==> src/hw/rtl/cgd_pkg.sv <==
`default_nettype none
package cgd_pkg;
	localparam logic [1:0] VAR_FR     = 2'd0;
	localparam logic [1:0] VAR_PR     = 2'd1;
	localparam logic [1:0] VAR_PRPLUS = 2'd2;
	localparam logic [1:0] VAR_HYBRID = 2'd3;
	localparam logic [0:0] CFG_VARIANT   = 1'b0;
	localparam logic [0:0] CFG_THRESHOLD = 1'b1;
	localparam logic [31:0] THRESH_RESET = 32'd4295;

	typedef enum logic [3:0] {
		ST_LOAD, ST_PREP, ST_DIV_FR, ST_DIV_PR, ST_PASS1, ST_WAIT1, ST_DECIDE, ST_EMIT
	} cgd_state_t;

	// word handed from the front to the back through the queue
	typedef struct packed {
		logic [31:0] grad;
		logic [31:0] pgrad;
		logic [31:0] dir;
		logic        last;
	} cgd_word_t;

	function automatic logic signed [63:0] sat_add64(input logic signed [63:0] a,
			input logic signed [63:0] b);
		logic signed [64:0] s;
		s = {a[63], a} + {b[63], b};
		if (s[64] != s[63]) sat_add64 = s[64] ? {1'b1, 63'd0} : {1'b0, {63{1'b1}}};
		else sat_add64 = s[63:0];
	endfunction

	function automatic logic signed [31:0] sat32(input logic signed [63:0] v);
		if (v > 64'sd2147483647) sat32 = 32'sh7fffffff;
		else if (v < -64'sd2147483648) sat32 = 32'sh80000000;
		else sat32 = v[31:0];
	endfunction
endpackage
`default_nettype wire

==> src/hw/rtl/cgd_queue.sv <==
`default_nettype none
module cgd_queue
	import cgd_pkg::*;
(
	input  wire logic      clk,
	input  wire logic      arst_n,
	input  wire logic      push,
	input  cgd_word_t      push_word,
	output logic           full,
	output logic           empty,
	input  wire logic      pop,
	output cgd_word_t      pop_word
);
	cgd_word_t  mem_q [4];
	logic [1:0] wp_q, rp_q;
	logic [2:0] cnt_q;

	assign full = cnt_q == 3'd4;
	assign empty = cnt_q == 3'd0;
	assign pop_word = mem_q[rp_q];

	always_ff @(posedge clk) begin
		if (push && !full) mem_q[wp_q] <= push_word;
	end

	always_ff @(posedge clk or negedge arst_n) begin
		if (!arst_n) begin
			wp_q <= '0;
			rp_q <= '0;
			cnt_q <= '0;
		end else begin
			if (push && !full) wp_q <= wp_q + 2'd1;
			if (pop && !empty) rp_q <= rp_q + 2'd1;
			cnt_q <= cnt_q + 3'((push && !full) ? 1 : 0) - 3'((pop && !empty) ? 1 : 0);
		end
	end
endmodule
`default_nettype wire

==> config.mk <==
export PLATFORM = sky130hd
export DESIGN_NAME = cgd_queue
export DESIGN_NICKNAME = d
export VERILOG_FILES = /design/src/hw/rtl/cgd_pkg.sv /design/src/hw/rtl/cgd_queue.sv
export SDC_FILE = /design/constraint.sdc
export NUM_CORES = 1
export LEC_CHECK = 0
export BUFFER_PORTS_ARGS = -buffer_cell sky130_fd_sc_hd__buf_2
export CORE_ASPECT_RATIO = 1.5
export CORE_MARGIN = 2
export CORE_UTILIZATION = 51
export DETAILED_ROUTE_END_ITERATION = 7
export PLACE_DENSITY = 0.8
export SYNTH_ARGS = -nofsm -noshare
export SYNTH_HDL_FRONTEND = slang
export SYNTH_SLANG_ARGS = --single-unit
==> constraint.sdc <==
create_clock -name clk -period 3.1 [get_ports clk]
set_input_delay 0.155 -clock clk [delete_from_list [all_inputs] [get_ports clk]]
set_output_delay 0.155 -clock clk [all_outputs]
set_load 0.02 [all_outputs]
## Word level (Yosys, flattened, before mapping)

Memories as Yosys holds them, arrays and structs flattened.
Cells that the tools add are included.

| cells by class | value |
|---|---|
| add/subtract/negate cells | 4 |
| multiply operators | 0 |
| divide/modulo/power cells | 0 |
| order comparisons | 0 |
| eq/ne operators | 1 |
| shift operators | 0 |
| mux-type cells | 4 |
| bitwise gates (word level) | 0 |
| reductions and logical operators | 5 |

Operator list:

| kind | count |
|---|---|
| adder 2 x 1 -> 2 bit, second input constant | 2 |
| 2-to-1 mux 1 bit | 4 |
| adder 3 x 1 -> 3 bit | 1 |
| equality test 3 bit, second input constant | 1 |
| logical NOT 3 bit | 1 |
| subtractor 3 x 1 -> 3 bit | 1 |
| logical AND 1 bit | 2 |
| logical NOT 1 bit | 2 |

| storage, ports and cells | value |
|---|---|
| flip-flop bits (word level) | 7 |
| bits in latches | 0 |
| bits in writable memories | 388 |
| bits in read-only memories | 0 |
| word-level logic and storage cells | 18 |
| memories | 1 |

Memory list:

| memory | words | bits a word | rd ports | clocked after Yosys merged registers in | wr ports | line | RTL |
|---|---|---|---|---|---|---|---|
| mem_q | 4 | 97 | 1 | 0 | 1 | cgd_queue.sv:14 | `cgd_word_t mem_q [4];` |

## Depth between registers and ports, before layout

Gate-level depths: netlist (run 1).

| depth | value |
|---|---|
| word-level depth | 6 |
| gate-level depth with buffers | 8 |

## Worst setup path before layout (run 1)

OpenSTA, ideal clock, no wires.

| path | value |
|---|---|
| path kind | flip-flop to flip-flop |
| start point | register cnt_q[2] |
| end point | memory mem_q[0][0] (netlist bit) (enable) |
| setup time | 0.467 ns |
| data arrival time | 3.033 ns |
| data required time | 2.633 ns |
| setup slack | -0.401 ns |
| stages on the path, launching flop included | 3 |
| period minus slack after synthesis | 3.501 ns |
| cells stage by stage | dfrtp_1 nor3b_2 and3b_1 |

| on the way | value |
|---|---|
| cells in the longest elaborated chain, start to end | 5 |

Ends and longest elaborated chain:

| item | line | RTL |
|---|---|---|
| from (decl) | cgd_queue.sv:16 | `logic [2:0] cnt_q;` |
| from (signal assigned) | cgd_queue.sv:34 | `cnt_q <= cnt_q + 3'((push && !full) ? 1 : 0) - 3'((pop && !empty) ? 1 : 0);` |
| equality test 3 bit | cgd_queue.sv:18 | `assign full = cnt_q == 3'd4;` |
| net full | cgd_queue.sv:9 | `output logic full,` |
| logical NOT 1 bit | cgd_queue.sv:23 | `if (push && !full) mem_q[wp_q] <= push_word;` |
| logical AND 1 bit | cgd_queue.sv:23 |  |
| 2-to-1 mux 1 bit | cgd_queue.sv:23 |  |
| 2-to-1 mux 1 bit (not written as such) | cgd_queue.sv:23 |  |
| to (decl) | cgd_queue.sv:14 |  |

The timed path passes the listed nets, and every way through them passes these cells.

==> results of run 1 <==
## per-stage QoR
stage	area [um2]	cells	worst slack (ns)	power, mW
floorplan	14500	548	0.697	11.2
global placement	15900	1080	0.934	12.8
detailed placement	15900	1080	0.872	12.9
CTS	18000	1246	0.710	17.3
global route	18000	1248	0.632	17.8
finish	18000	1249	0.753	17.1
## critical path: cells and delay by family (launching register included)
family	cells	cell delay, ns
DFF	1	0.52
muxes	1	0.58
buffers and inverters	2	0.52
## logic make-up after synthesis
| group | after synthesis |
|---|---|
| adders and majority gates | 7 |
| and+or+nand+nor | 13 |
| muxes | 97 |
| AOI/OAI and AO/OA | 4 |
| buffers and inverters | 28 |
| xor gates and xnor gates | 4 |
| DFF | 395 |
## registers in the layout (all words and copies together), names as in the netlist
| signal | cells |
|---|---|
| wp_q | 2 |
| mem_q | 388 |
| cnt_q | 3 |
| rp_q | 2 |
## metal layers
| metal | vias up | routed length, um |
|---|---|---|
| li1 | 3019 | - |
| met1 | 3561 | 9980 |
| met2 | 223 | 15100 |
| met3 | 54 | 1290 |
| met4 | 0 | 819 |
| met5 | - | 0 |
## placed cells by master (no fill, tap or decap)
cell type and instances:
and3b_4 4, buf_12 7, buf_2 199, buf_4 2
bufinv_16 2, clkbuf_1 4, clkbuf_16 37, clkinv_1 9
clkinv_2 5, clkinvlp_4 5, dfrtp_1 5, dfrtp_4 2
diode_2 3, dlygate4sd3_1 101, edfxtp_1 388, fa_1 1
ha_1 6, inv_1 6, inv_6 3, mux4_2 97
nand2_1 1, nand2b_1 4, nand4bb_1 2, nor3_1 1
nor3b_2 1, o211ai_1 2, o311ai_0 1, o31ai_1 1
xnor2_1 4
## layout make-up
class,instances,area [um2]
Sequential cell,395,11800
Fill cell,1813,9920
Multi-Input combinational cell,125,2460
Timing Repair Buffer,309,2160
Clock buffer,41,941
Tap cell,346,433
Clock inverter,24,183
Inverter,6,22.5
Antenna cell,3,7.51
## how the worst max path moves through the flow
stage	end	slack, ns	cells past startpoint
2_1_floorplan	mem_q[0][0]$_DFFE_PP_	0.70	2
3_3_place_gp	cnt_q[2]$_DFF_PN0_	0.93	8
3_5_place_dp	cnt_q[2]$_DFF_PN0_	0.87	8
4_1_cts	pop_word[55]	0.71	3
5_1_grt	cnt_q[2]$_DFF_PN0_	0.63	8
6_report	pop_word[81]	0.75	3
## what timing repair did
action                                 4_1_cts  5_1_grt
hold buffers                               101        0
endpoints found under the hold margin      399        0
setup buffers                                0        0
## power groups by stage
stage | registers [mW] | logic [mW] | clock network, mW
after floorplan | 7.33 | 3.88 | 0
after global placement | 7.43 | 5.41 | 0
after detailed placement | 7.51 | 5.43 | 0
after CTS | 7.40 | 5.55 | 4.30
after global routing | 7.48 | 5.83 | 4.49
final | 7.39 | 5.46 | 4.23
==> results.md, run 1 <==
* Status: finished clean
* Syn_nets at 656
* Worst R2R Path Depth at 8
* Clock Sink Count at 395
* DRT antenna net count at 0
* Synthesized area per cell at 26.4 um2
* Post-synth top area cell: edfxtp_1
* Slowest cell on the critical path: mux4_2
* CP arrival at 2.19 ns
* Detailed Routing Iterations Pass 1 at 6
* Met3 Track Usage GR at 3.45%
* CORE AREA at 28000 um2
* Via density at 5.49
* # Max-Cap Violations at 0
* Worst Hold Path Cells at 2
* Drt wl/cell at 21.8 um
* CP Launch Type: register
* Distinct cells, synth at 22
* Met1 Use GR at 21.5%
* Min cycle time layout at 2.35 ns
* # IOs at 200
* CP max stage delay at 0.58 ns
* Max_slew headroom at 60.4%
* Share of layout cells above drive strength 1 at 40.4%
* Clk pwr share at 24.8%
* Hold Path Class: primary input to register
* Worst-case clock buffer depth at 3
* Worst r2r src: cnt_q[2]$_DFF_PN0_
* Post-synthesis adder-cell area fraction at 0.658%
* Post-Synth Simple-Gate Area at 0.718%
* Ys async rst share at 1.77%
* Most used routing layer: met2
* Drt first-iter violations at 468
* Starting density of the core at 51.7%
* Pleak at 6.20 nW
* Critical path type: register to output port
* Nets at 981
* CTS tree: built
* CTS clk-pin slew, worst paths at 0.07 ns
* Routability cong. at 0.729
* First-pass GRT wire length at 41.6 mm
* Skew-Pair Late Insertion Delay at 0.52 ns
* Area growth, synth to finish at 24.9%
* Gr usage total at 18.5%
* Number of flops mapped to enable cells by yosys at 388
* Synth Area in XOR/XNOR at 0.242%
* Die ar. at 29700 um2
* FP Rows at 75
* Die H at 210 um
* Worst IR Drop VDD at 0.912 mV
* Critical path, cell by cell: buf_12 -> mux4_2 -> buf_2
* Root buf cell: clkbuf_16
* Total number of vias at 6857
* Fin Clk Skew at 0.0104 ns
* Least-Margin Pin Slew at 0.594 ns
* PostCTS Resize Cnt at 0
* Cells after Synth at 548
* CP Capture Type: output port
* Largest net degree at the start of global routing at 92
* Total CTS buffers at 36
* Internal power at 11.7 mW
* CP max FO at 44
* Post-synthesis compound-gate area fraction at 0.216%
* Met2 Use GR at 33.8%
* Vias in the first global route at 7566
* Sw Ratio at 31.6%
* PwrDens at 947 nW/um2
* Largest family of logic cells by synthesized area: multiplexers
* Number of remaining DRC errors at 0
* Req. time, crit path at 2.94 ns
* Worst hold slack at 0.386 ns
* H-tree Lvls at 2
* PortBufs at 199
* Routed wire length at 27.2 mm
* Post-Synthesis Cell Area at 14500 um2
* Most used standard cell by instance count after synthesis: edfxtp_1
* RSZ-0062 raised after global routing: no
* Fin Setup TNS at 0 ns
* Synth Warn # at 0
* Critical Path Source: rp_q[0]$_DFFE_PN0P_
* Remaining Overflow, GRT at 0
* Worst reg2reg path endpoint: cnt_q[2]$_DFF_PN0_
* Share of the synthesized area in the top cell type at 80.6%
* HPWL Detailed at 14.8 mm
* Register area share after synthesis at 81.8%
* Hold Violations, Final at 0
* Top post-synthesis cells by area: edfxtp_1 (81%), mux4_2 (15%), dfrtp_1 (1.2%)
* Combinational Power Share at 32.0%
* Mux cell area share after synthesis at 15.1%
* Max Slew Vio Count at 0
* Min-delay src: push_word[60]
* Net Switching at 5.40 mW
* Final Cycle Share at 75.7%
* DIE WIDTH at 141 um
* Sequential Power Share at 43.3%
* Antenna violations before repair at 3
* Final setup fails at 0
* Hold-critical path endpoint: mem_q[2][60]$_DFFE_PP_
* R2R Setup Slk at 0.87 ns
* Synth top cells by count: edfxtp_1 (388), mux4_2 (97), buf_4 (9)
* Fmax at 0.426 GHz
* Post-layout util at 64.5%
* Post-synth top flop: edfxtp_1
* Synth Register Bits at 395
(Power assumes the default switching activity.)
==> run 2: changes to the inputs <==
Clock period 3.1 ns to 2.1 ns, I/O delays scaled along.
==> run 2 against run 1 <==
  * The flow now finishes with violations (negative setup slack)
  * Sequential share of layout area shrank 1.9 points
  * Core utilization up 1.9 points
  * Sequential cell count unchanged
  * Non-clock buffer count up 25
  * Clock skew up 0.0013 ns
  * Worst setup slack worse by 0.82 ns
  * Largest cell class unchanged
==> results.md, run 2 (synthesized netlist as in run 1, its figures left out) <==
* Status: complete, but fails checks
* Failing checks: negative setup slack
* Clock Sink Count at 395 (unchanged)
* Worst-case clock buffer depth at 3 (unchanged)
* Req. time, crit path at 2.00 ns (-0.94 ns)
* Fin Setup TNS at -0.512 ns (-0.512 ns)
* Pleak at 6.44 nW (+3.9%)
* Routability cong. at 0.761 (+4.3%)
* Biggest register: mem_q
* Max Slew Vio Count at 0 (unchanged)
* Total CTS buffers at 36 (unchanged)
* Share of layout cells above drive strength 1 at 42.1% (+1.6 points)
* PortBufs at 199 (unchanged)
* Sw Ratio at 31.2% (-0.47 points)
* CORE AREA at 28000 um2 (unchanged)
* Largest registers: mem_q: 388 flops, cnt_q: 3 flops
* Remaining Overflow, GRT at 0 (unchanged)
* CP Capture Type: output port
* Critical path type: register to output port
* First-pass GRT wire length at 44.1 mm (+5.9%)
* Internal power at 18.2 mW (+56%)
* Skew-Pair Late Insertion Delay at 0.52 ns (about the same)
* Drt wl/cell at 23.2 um (+6.8%)
* Placed cell count at 1096 (+1.5%)
* Fmax at 0.462 GHz
* Die H at 210 um (unchanged)
* Drt first-iter violations at 504 (+7.7%)
* RSZ-0062 raised after global routing: yes
* Detailed Routing Iterations Pass 1 at 4 (-2)
* Total number of vias at 7051 (+2.8%)
* Gr usage total at 20.0% (+1.5 points)
* Post-layout util at 66.4% (+1.9 points)
* Area growth, synth to finish at 28.5%
* Combinational Power Share at 36.4% (+4.4 points)
* Min cycle time layout at 2.16 ns
* Clk pwr share at 22.9% (-1.9 points)
* Vias in the first global route at 7692 (+1.7%)
* Fin Clk Skew at 0.0117 ns (+0.00130 ns)
* CTS tree: built
* Post-Layout Cell Count at 1265 (+1.3%)
* # IOs at 200 (unchanged)
* HPWL Detailed at 15.7 mm (+6.2%)
* PwrDens at 1430 nW/um2 (+51%)
* CP max FO at 9 (-80%)
* Design Power at 26.5 mW (+55%)
* CTS clk-pin slew, worst paths at 0.06 ns (about the same)
* Net Switching at 8.25 mW (+53%)
* Antenna violations before repair at 2 (-1)
* Worst hold slack at 0.337 ns (-0.0494 ns)
* CP Launch Type: register
* Worst IR Drop VDD at 1.04 mV (+14%)
* Final Cycle Share at 103%
* Number of remaining DRC errors at 0 (unchanged)
* FP Rows at 75 (unchanged)
* Most frequent cells in the layout: edfxtp_1 (388), buf_2 (175), dlygate4sd3_1 (101), mux4_2 (97), clkbuf_16 (39)
* Starting density of the core at 51.7% (unchanged)
* Max reg flops at 388 (unchanged)
* DRT antenna net count at 0 (unchanged)
* # Max-Cap Violations at 0 (unchanged)
* Via density at 5.57 (+1.5%)
* DIE WIDTH at 141 um (unchanged)
* Routed wire length at 29.4 mm (+8.2%)
* Most common cell after layout, fill and taps aside: edfxtp_1
* Sequential Power Share at 40.7% (-2.6 points)
* Fill cell count at 1713 (-5.5%)
* Nets at 1006 (+2.5%)
* Worst setup margin at -0.0624 ns (-0.816 ns)
* Die ar. at 29700 um2 (unchanged)
* Hold Path Class: primary input to register
* Final setup fails at 36 (+36)
* Hold Violations, Final at 0 (unchanged)
* Least-Margin Pin Slew at 0.391 ns (-0.203 ns)
* CP arrival at 2.06 ns (-0.13 ns)
* Largest net degree at the start of global routing at 55 (-40%)
* H-tree Lvls at 2 (unchanged)
* Root buf cell: clkbuf_16
* Max_slew headroom at 73.6% (+13 points)
[run 2: cell count changes in the layout (fill, tap and decap cells not counted), sizes merged]
cell      change
buf          +22
clkbuf        +6
clkinv        -4
clkinvlp      -4
diode         -1
inv           -3
[run 2: worst paths after layout]
| kind | depth (start not counted) | end | slack [ns] | from |
|---|---|---|---|---|
| max in group asynchronous | 3 | rp_q[0]$_DFFE_PN0P_ | 1.25 | arst_n |
| worst max register to register | 8 | cnt_q[2]$_DFF_PN0_ | 0.11 | cnt_q[2]$_DFF_PN0_ |
| worst max-delay path | 4 | pop_word[61] | -0.06 | rp_q[0]$_DFFE_PN0P_ |
| worst min-delay path | 2 | mem_q[0][65]$_DFFE_PP_ | 0.34 | push_word[65] |
| min in group asynchronous | 3 | cnt_q[1]$_DFF_PN0_ | 0.59 | arst_n |
| worst min register to register | 2 | wp_q[1]$_DFFE_PN0P_ | 0.62 | wp_q[1]$_DFFE_PN0P_ |
[run 2: what timing repair did]
| item | 4_1_cts | 5_1_grt |
|---|---|---|
| setup endpoints to repair | 95 | 84 |
| pin swaps | 0 | 4 |
| gates resized for setup | 39 | 21 |
| endpoints found under the hold margin | 399 | 0 |
| hold buffers | 101 | 0 |
| cloned | 3 | 2 |
| setup buffers | 4 | 0 |
[run 2: area by class of cell]
cell class,instances,area (um2),area share [%]
timing repair buffer,334,2720,14.6
inverter,6,22.5,0.121
sequential,395,11800,63.7
clock buffer,44,952,5.13
tap,346,433,2.33
antenna,2,5.00,0.0269
clock inverter,13,114,0.613
multi-input combinational,125,2490,13.4
[run 2: power groups by stage]
stage,sequential [mW],combinational (mW),clock (mW)
after CTS,10.8,9.48,6.16
after global routing,10.9,10.2,6.45
after detailed placement,11.0,8.50,0
after floorplan,10.8,5.74,0
after global placement,10.9,8.47,0
final,10.8,9.63,6.07
[run 2: per-stage QoR]
step	instance area (um2)	worst slack, ns
3_5_place_dp	16100	-0.0122
3_3_place_gp	16100	0.0649
6_report	18600	-0.0624
2_1_floorplan	14500	-0.273
5_1_grt	18600	-0.102
4_1_cts	18400	-0.0727
[run 2: critical path, stage by stage, from the launching register on]
cell	delay [ns]
dfrtp_4	0.43
buf_12	0.19
clkbuf_16	0.20
mux4_2	0.52
buf_2	0.19
[run 2: metal layers]
layer  vias up  GRT usage (%)  share of wire, %
met4         0           7.93               3.6
met1      3688           23.9                37
li1       3064              -                 -
met3        63           3.38               4.6
met5         -              0                 0
met2       236           36.0                55
